===== config.mk =====
export PLATFORM = sky130hd
export DESIGN_NAME = midi_message_assembler_unit
export DESIGN_NICKNAME = d
export VERILOG_FILES = /design/src/hw/rtl/mma_pkg.sv /design/src/hw/rtl/mma_in_stage.sv /design/src/hw/rtl/mma_parser.sv /design/src/hw/rtl/mma_out_stage.sv /design/src/hw/rtl/midi_message_assembler_unit.sv
export SDC_FILE = /design/constraint.sdc
export NUM_CORES = 1
export LEC_CHECK = 0
export BUFFER_PORTS_ARGS = -buffer_cell sky130_fd_sc_hd__buf_2
export CAP_MARGIN = 0
export CORE_UTILIZATION = 61
export DETAILED_ROUTE_END_ITERATION = 7
export HOLD_SLACK_MARGIN = 0.02
export PLACE_DENSITY = 0.84
export SYNTH_ARGS = -nofsm -noshare
export SYNTH_HDL_FRONTEND = slang
export SYNTH_SLANG_ARGS = --single-unit

===== constraint.sdc =====
create_clock -name clk -period 5.25 [get_ports clk]
set_input_delay 0 -clock clk [delete_from_list [all_inputs] [get_ports clk]]
set_output_delay 0 -clock clk [all_outputs]
set_load 0.01 [all_outputs]

===== src/hw/rtl/mma_pkg.sv =====
// ----------------------------------------------------------------------------
// mma_pkg
// Types and constants shared by the MIDI message assembler modules.
// ----------------------------------------------------------------------------
package mma_pkg;

  localparam logic [7:0] STATUS_BIT_MASK = 8'h80;
  localparam logic [7:0] STATUS_HI_MASK  = 8'hF0;
  localparam logic [7:0] STATUS_PROG     = 8'hC0;
  localparam logic [7:0] STATUS_CHAN_AT  = 8'hD0;
  localparam logic [7:0] STATUS_META     = 8'hFF;
  localparam logic [7:0] DATA_ZERO       = 8'h00;

  localparam logic KIND_MIDI = 1'b0;
  localparam logic KIND_TEXT = 1'b1;

  typedef enum logic [1:0] {
    MODE_MIDI = 2'd0,
    MODE_LEN  = 2'd1,
    MODE_TEXT = 2'd2
  } mode_t;

  typedef struct packed {
    logic       kind;
    logic [7:0] status_byte;
    logic [6:0] data_first;
    logic [6:0] data_second;
    logic [7:0] text_byte;
    logic       text_last;
  } result_t;

endpackage


===== src/hw/rtl/mma_in_stage.sv =====
// ----------------------------------------------------------------------------
// mma_in_stage
// Input register: holds one received byte until the parser takes it.
// ----------------------------------------------------------------------------
module mma_in_stage (
  input  logic       clk,
  input  logic       rst_n,
  input  logic       in_valid,
  output logic       in_stall,
  input  logic [7:0] in_rx_byte,
  input  logic       advance,
  output logic       byte_valid,
  output logic [7:0] byte_data
);
  import mma_pkg::*;

  logic       valid_r;
  logic [7:0] byte_r;
  logic       take;

  assign in_stall   = valid_r && !advance;
  assign take       = in_valid && !in_stall;
  assign byte_valid = valid_r;
  assign byte_data  = byte_r;

  always_ff @(posedge clk) begin
    if (!rst_n) begin
      valid_r <= 1'b0;
    end else if (take) begin
      valid_r <= 1'b1;
    end else if (advance) begin
      valid_r <= 1'b0;
    end
  end

  always_ff @(posedge clk) begin
    if (take) begin
      byte_r <= in_rx_byte;
    end
  end

endmodule


===== src/hw/rtl/mma_parser.sv =====
// ----------------------------------------------------------------------------
// mma_parser
// Running-status parser state and the per-byte decode of one item.
// ----------------------------------------------------------------------------
module mma_parser #(
  parameter int MAX_TEXT = 256
) (
  input  logic             clk,
  input  logic             rst_n,
  input  logic             advance,
  input  logic [7:0]       rx_byte,
  input  logic             show_comments,
  output logic             res_valid,
  output mma_pkg::result_t res
);
  import mma_pkg::*;

  localparam int RemW = $clog2(MAX_TEXT);
  localparam logic [RemW-1:0] LenMax = RemW'(MAX_TEXT - 1);

  mode_t           mode_r, mode_nxt;
  logic            have_status_r, have_status_nxt;
  logic [7:0]      status_r, status_nxt;
  logic [6:0]      first_r, first_nxt;
  logic            second_r, second_nxt;   // waiting for second data byte
  logic [RemW-1:0] rem_r, rem_nxt;

  logic            is_status;
  logic            one_data;
  logic            is_comment;
  logic            text_last;
  logic [RemW-1:0] len;

  assign is_status  = (rx_byte & STATUS_BIT_MASK) != DATA_ZERO;
  assign one_data   = ((status_r & STATUS_HI_MASK) == STATUS_PROG) ||
                      ((status_r & STATUS_HI_MASK) == STATUS_CHAN_AT);
  assign is_comment = (status_r == STATUS_META) && (first_r == DATA_ZERO[6:0]) &&
                      (rx_byte == DATA_ZERO);
  assign text_last  = rem_r <= RemW'(1);
  assign len        = ({1'b0, rx_byte} > 9'(MAX_TEXT - 1)) ? LenMax : rx_byte[RemW-1:0];

  // next state
  always_comb begin
    mode_nxt        = mode_r;
    have_status_nxt = have_status_r;
    status_nxt      = status_r;
    first_nxt       = first_r;
    second_nxt      = second_r;
    rem_nxt         = rem_r;
    case (mode_r)
      MODE_LEN: begin
        rem_nxt  = len;
        mode_nxt = (len == '0) ? MODE_MIDI : MODE_TEXT;
      end
      MODE_TEXT: begin
        rem_nxt = text_last ? '0 : rem_r - RemW'(1);
        if (text_last) begin
          mode_nxt = MODE_MIDI;
        end
      end
      default: begin
        if (is_status) begin
          status_nxt      = rx_byte;
          have_status_nxt = 1'b1;
          second_nxt      = 1'b0;
        end else if (have_status_r) begin
          if (!second_r) begin
            if (!one_data) begin
              first_nxt  = rx_byte[6:0];
              second_nxt = 1'b1;
            end
          end else begin
            second_nxt = 1'b0;
            // comment opener: status is forgotten afterwards
            if (is_comment) begin
              mode_nxt        = MODE_LEN;
              have_status_nxt = 1'b0;
              status_nxt      = '0;
              first_nxt       = '0;
            end
          end
        end
      end
    endcase
  end

  // result
  always_comb begin
    res_valid = 1'b0;
    res       = '0;
    case (mode_r)
      MODE_LEN: begin
        res_valid = 1'b0;
      end
      MODE_TEXT: begin
        res_valid     = show_comments;
        res.kind      = KIND_TEXT;
        res.text_byte = rx_byte;
        res.text_last = text_last;
      end
      default: begin
        if (!is_status && have_status_r) begin
          res.kind        = KIND_MIDI;
          res.status_byte = status_r;
          if (!second_r) begin
            res_valid       = one_data;
            res.data_first  = rx_byte[6:0];
          end else begin
            res_valid       = !is_comment;
            res.data_first  = first_r;
            res.data_second = rx_byte[6:0];
          end
        end
      end
    endcase
  end

  always_ff @(posedge clk) begin
    if (!rst_n) begin
      mode_r        <= MODE_MIDI;
      have_status_r <= 1'b0;
      status_r      <= '0;
      first_r       <= '0;
      second_r      <= 1'b0;
      rem_r         <= '0;
    end else if (advance) begin
      mode_r        <= mode_nxt;
      have_status_r <= have_status_nxt;
      status_r      <= status_nxt;
      first_r       <= first_nxt;
      second_r      <= second_nxt;
      rem_r         <= rem_nxt;
    end
  end

endmodule


===== src/hw/rtl/mma_out_stage.sv =====
// ----------------------------------------------------------------------------
// mma_out_stage
// Result register: holds one finished item until the consumer takes it.
// ----------------------------------------------------------------------------
module mma_out_stage (
  input  logic             clk,
  input  logic             rst_n,
  input  logic             load,
  input  mma_pkg::result_t res,
  output logic             out_free,
  output logic             out_valid,
  input  logic             out_stall,
  output mma_pkg::result_t out_res
);
  import mma_pkg::*;

  logic    valid_r;
  result_t res_r;

  assign out_free  = !valid_r || !out_stall;
  assign out_valid = valid_r;
  assign out_res   = res_r;

  always_ff @(posedge clk) begin
    if (!rst_n) begin
      valid_r <= 1'b0;
    end else if (load) begin
      valid_r <= 1'b1;
    end else if (!out_stall) begin
      valid_r <= 1'b0;
    end
  end

  always_ff @(posedge clk) begin
    if (load) begin
      res_r <= res;
    end
  end

endmodule


===== src/hw/rtl/midi_message_assembler_unit.sv =====
// ----------------------------------------------------------------------------
// midi_message_assembler_unit
// Assembles MIDI channel messages with running status from received bytes.
// ----------------------------------------------------------------------------
// One received byte per item; a new byte can be accepted every clock cycle
// while in_stall is low, each byte passing through an input register, the
// combinational decode and a result register before its result is presented.
// A completed message or a comment text byte gives one result; all other
// bytes give none. A stall on the output only holds the input side once both
// registers are full. show_comments should only be written while the unit is
// idle; cfg_ready is always high.
module midi_message_assembler_unit #(
  parameter int MAX_TEXT = 256
) (
  input  logic       clk,
  input  logic       rst_n,
  input  logic       cfg_valid,
  output logic       cfg_ready,
  input  logic       cfg_show_comments,
  input  logic       in_valid,
  output logic       in_stall,
  input  logic [7:0] in_rx_byte,
  output logic       out_valid,
  input  logic       out_stall,
  output logic       out_kind,
  output logic [7:0] out_status_byte,
  output logic [6:0] out_data_first,
  output logic [6:0] out_data_second,
  output logic [7:0] out_text_byte,
  output logic       out_text_last
);
  import mma_pkg::*;

  logic       show_comments_r;
  logic       byte_valid;
  logic [7:0] byte_data;
  logic       advance;
  logic       res_valid;
  logic       out_free;
  result_t    res;
  result_t    out_res;

  assign cfg_ready = 1'b1;

  always_ff @(posedge clk) begin
    if (!rst_n) begin
      show_comments_r <= 1'b0;
    end else if (cfg_valid && cfg_ready) begin
      show_comments_r <= cfg_show_comments;
    end
  end

  // an item with no result never waits for the result register
  assign advance = byte_valid && (out_free || !res_valid);

  mma_in_stage u_in (
    .clk        (clk),
    .rst_n      (rst_n),
    .in_valid   (in_valid),
    .in_stall   (in_stall),
    .in_rx_byte (in_rx_byte),
    .advance    (advance),
    .byte_valid (byte_valid),
    .byte_data  (byte_data)
  );

  mma_parser #(
    .MAX_TEXT (MAX_TEXT)
  ) u_parser (
    .clk           (clk),
    .rst_n         (rst_n),
    .advance       (advance),
    .rx_byte       (byte_data),
    .show_comments (show_comments_r),
    .res_valid     (res_valid),
    .res           (res)
  );

  mma_out_stage u_out (
    .clk       (clk),
    .rst_n     (rst_n),
    .load      (advance && res_valid),
    .res       (res),
    .out_free  (out_free),
    .out_valid (out_valid),
    .out_stall (out_stall),
    .out_res   (out_res)
  );

  assign out_kind        = out_res.kind;
  assign out_status_byte = out_res.status_byte;
  assign out_data_first  = out_res.data_first;
  assign out_data_second = out_res.data_second;
  assign out_text_byte   = out_res.text_byte;
  assign out_text_last   = out_res.text_last;

endmodule


==> metrics.csv <==
stage,metric,value,unit
status,result of the run,finished clean,
routing,count of nets left with antenna violations after detail routing,0,
placement,Setup Slack @ Placement,2.500,ns
sta,post-route setup slack,2.363,ns
floorplan,overall die width,76.56,um
placement,# placed instances,424,
placement,Port Buf Inserts,47,
flow_run,number of max-cap violations,0,
setup_path,Max stage delay on crit path,0.67,ns
routing,wire length per cell after detailed routing,17.25,um
routing,vias,2776,
synthesis,post-synthesis area per instance,10.37,sq um
synthesis,dominant cells by area after synthesis,"sky130_fd_sc_hd__edfxtp_1 (35%), sky130_fd_sc_hd__dfxtp_1 (18%), sky130_fd_sc_hd__o21ai_0 (4.1%)",
routing,number of DRC markers in iteration 0,384,
sta,Final Setup Violations,0,
floorplan,standard cell core area,5238,sq um
synthesis,top-area cell type share of the netlist area,35.42,%
finish,net total in the final layout,395,
power_and_ir_drop,power density relative to cell area,285.0,nW/um^2
grt,maximum number of pins on one net before global-route repair,43,
finish,area of combinational cells with multiple inputs,1404,sq um
synthesis,post-synthesis cell count,327,
clock_tree,H-tree Lvls,3,
synthesis,synthesis-stage register bit count,70,
setup_path,Crit path required time,5.49,ns
grt,global-route wire length before repair,12450,um
synthesis,number of enable-type register cells in the synthesized netlist,40,
routing,number of remaining DRC errors,0,
routing,vias per std cell,6.142,
setup_path,crit path capture type,register,
finish,"most common cell after layout, fill and taps aside",sky130_fd_sc_hd__buf_2,
setup_path,largest delay contributor family on the critical path,simple AND/OR/NAND/NOR gates,
floorplan,top-level port count,49,
min_path,class of the most critical hold timing path,primary input to register,
finish,Inserted Diodes,0,
clock_tree,Root Buffer Master,sky130_fd_sc_hd__clkbuf_8,
floorplan,full die area,5861,sq um
finish,most frequent cells in the layout,"sky130_fd_sc_hd__buf_2 (47), sky130_fd_sc_hd__edfxtp_1 (40), sky130_fd_sc_hd__dfxtp_1 (30)",
sta,fin. max-slew vios,0,
finish,fin cells,452,
clock_tree,"CTS clk-pin slew, worst paths",0.07,ns
finish,Final Util,74.34,%
synthesis,library cells used by synthesis,59,
clock_tree,number of buffers inserted during clock tree synthesis,9,
grt,via count of the first global-routing pass,2418,
synthesis,"Top FF cell, synth",sky130_fd_sc_hd__edfxtp_1,
finish,Layout fillers,371,
sta,final critical path time including I/O delays and setup,2.887,ns
setup_path,dominant cell type by count on the critical path,sky130_fd_sc_hd__o21ai_0,
clock_tree,post-CTS setup buffers,0,
finish,P&R area growth vs syn,14.83,%
finish,layout cell share with drive strength beyond 1,18.85,%
sta,setup TNS after final layout,0,ns
placement,detailed-placement wirelength estimate,5021,um
power_and_ir_drop,worst-case vdd ir drop,0.2054,mV
synthesis,post-synthesis net count,345,
grt,remaining global-route overflow,0,
setup_path,maximum fanout count along the critical path,24,
floorplan,vertical die dimension,76.56,um
sta,Final Hold Fails,0,
floorplan,placement row count,26,
setup_path,arrival time of data at the critical path endpoint,3.13,ns
setup_path,crit start category,register,
sta,worst-case hold slack,0.1675,ns
setup_path,crit path kind,register to register,
clock_tree,hold-fix buffer count after cts,12,
sta,worst-margin pin slew,1.033,ns
sta,setup repair after global routing missed its margin,false,
setup_path,count of buffering cells on the critical path with inverters included,1,
sta,setup clock skew after layout,0.01275,ns
routing,detailed-route wire length,7796,um
clock_tree,maximum root-to-sink buffer count,2,
placement,RD Place Congestion,0.8943,
setup_path,slowest cell on the critical path,sky130_fd_sc_hd__edfxtp_1,
clock_tree,Clock Sinks,70,
sta,period utilisation layout,55.00,%
clock_tree,clock latency of the later-clocked register in the worst-skew pair,0.36,ns
grt,initial antenna violation count,0,
sta,Max-slew headroom,30.97,%
synthesis,fraction of registers with async set or reset after synthesis,0,%
sta,fmax,346.3,MHz
routing,Pre-Repair DR Iteration Count,5,
synthesis,sequential fraction of the synthesis area,53.14,%
grt,overall global routing resource usage,27.88,%
floorplan,Initial Util,64.74,%
synthesis,area of the mapped netlist,3391,sq um
synthesis,Yosys warning total,0,
clock_tree,CTS tree,done,
synthesis,cell accounting for the most synthesized area,sky130_fd_sc_hd__edfxtp_1,
finish,area taken by flip-flops and latches,1802,sq um
clock_tree,number of gates resized after CTS,0,
setup_path,crit path cell chain,"nor4_1, nand4_1, o21ai_0, o21ai_0, dlygate4sd3_1",
power_and_ir_drop,cell leakage power,1.383,nW
-- sequential cells by signal, indices dropped and copies added, names as in the netlist --
signal,cells
u_parser.second_r,1
u_out.out_res,32
u_in.byte_valid,1
u_parser.first_r,7
show_comments_r,1
u_parser.have_status_r,1
u_parser.rem_r,8
u_parser.mode_r,2
u_parser.status_r,8
u_out.out_valid,1
u_in.byte_data,8
-- area by class of cell --
class / count / area share [%]
Multi-Input combinational cell: 223 / 36.05
Clock buffer: 12 / 3.728
Clock inverter: 4 / 1.221
Sequential cell: 70 / 46.27
Timing Repair Buffer: 59 / 9.126
Inverter: 14 / 1.350
Tap cell: 70 / 2.249
-- worst min-delay path, delay by kind of cell --
family	cells	cell delay, ns
buf+inv	1	0.12
compound gates	2	0.16
simple gates	2	0.18
-- cells in the mapped netlist (2+ instances only) --
master	n
sky130_fd_sc_hd__and3_1	4
sky130_fd_sc_hd__nand2_1	18
sky130_fd_sc_hd__nand3b_1	12
sky130_fd_sc_hd__nand4_1	4
sky130_fd_sc_hd__nor2b_1	3
sky130_fd_sc_hd__nor2_1	29
sky130_fd_sc_hd__mux2i_1	8
sky130_fd_sc_hd__a32o_1	5
sky130_fd_sc_hd__clkbuf_1	12
sky130_fd_sc_hd__clkbuf_8	2
sky130_fd_sc_hd__nor3_1	11
sky130_fd_sc_hd__dfxtp_1	30
sky130_fd_sc_hd__edfxtp_1	40
sky130_fd_sc_hd__or4_1	2
sky130_fd_sc_hd__o211ai_1	9
sky130_fd_sc_hd__buf_6	2
sky130_fd_sc_hd__nor4_1	5
sky130_fd_sc_hd__inv_1	13
sky130_fd_sc_hd__ha_1	4
sky130_fd_sc_hd__o2111ai_1	3
sky130_fd_sc_hd__a21boi_0	3
sky130_fd_sc_hd__and2_1	20
sky130_fd_sc_hd__and3b_1	2
sky130_fd_sc_hd__o21ai_0	28
sky130_fd_sc_hd__o21a_1	3
sky130_fd_sc_hd__nand3_1	7
sky130_fd_sc_hd__a21oi_1	11
sky130_fd_sc_hd__o21ai_1	6
-- power breakdown --
group           total, W  switching, W  internal, W
clock network   0.000435      0.000204     0.000231
registers       0.000610     0.0000220     0.000588
logic          0.0000649     0.0000357    0.0000292
-- layer usage --
layer | GRT usage [%] | vias to the layer above | wire length, um
met1 | 40.03 | 1313 | 3459
met5 | 0 | - | 0
li1 | - | 1302 | -
met2 | 40.72 | 148 | 3626
met3 | 6.347 | 13 | 610
met4 | 11.15 | 0 | 100
-- through the flow --
stage | power (W) | cell area [sq um]
2_1_floorplan | 0.0006590 | 3391
3_3_place_gp | 0.0006743 | 3581
3_5_place_dp | 0.0006766 | 3581
4_1_cts | 0.001107 | 3894
5_1_grt | 0.001146 | 3894
6_report | 0.001110 | 3894
-- kinds of logic (layout without fill, tap and decap cells) --
group | Yosys count | after routing | share of synthesized area (%)
DFF | 70 | 70 | 53.14
and+or+nand+nor | 129 | 129 | 21.25
buffers and inverters | 34 | 89 | 5.793
muxes | 8 | 8 | 2.362
other | 1 | 1 | 0.1106
adders and majority gates | 4 | 4 | 1.476
AOI/OAI and AO/OA | 81 | 81 | 15.87
-- worst paths after layout --
| path | start | to | slack, ns | depth (start not counted) |
|---|---|---|---|---|
| min reg2reg | u_parser.mode_r[0] | u_parser.mode_r[0] | 0.50 | 2 |
| max reg2reg | u_in.byte_data[7] | u_in.byte_valid | 2.36 | 5 |
| min | out_stall | u_parser.second_r | 0.17 | 5 |
| max | u_in.byte_data[7] | u_in.byte_valid | 2.36 | 5 |
Power figures use the tool's default switching activity.
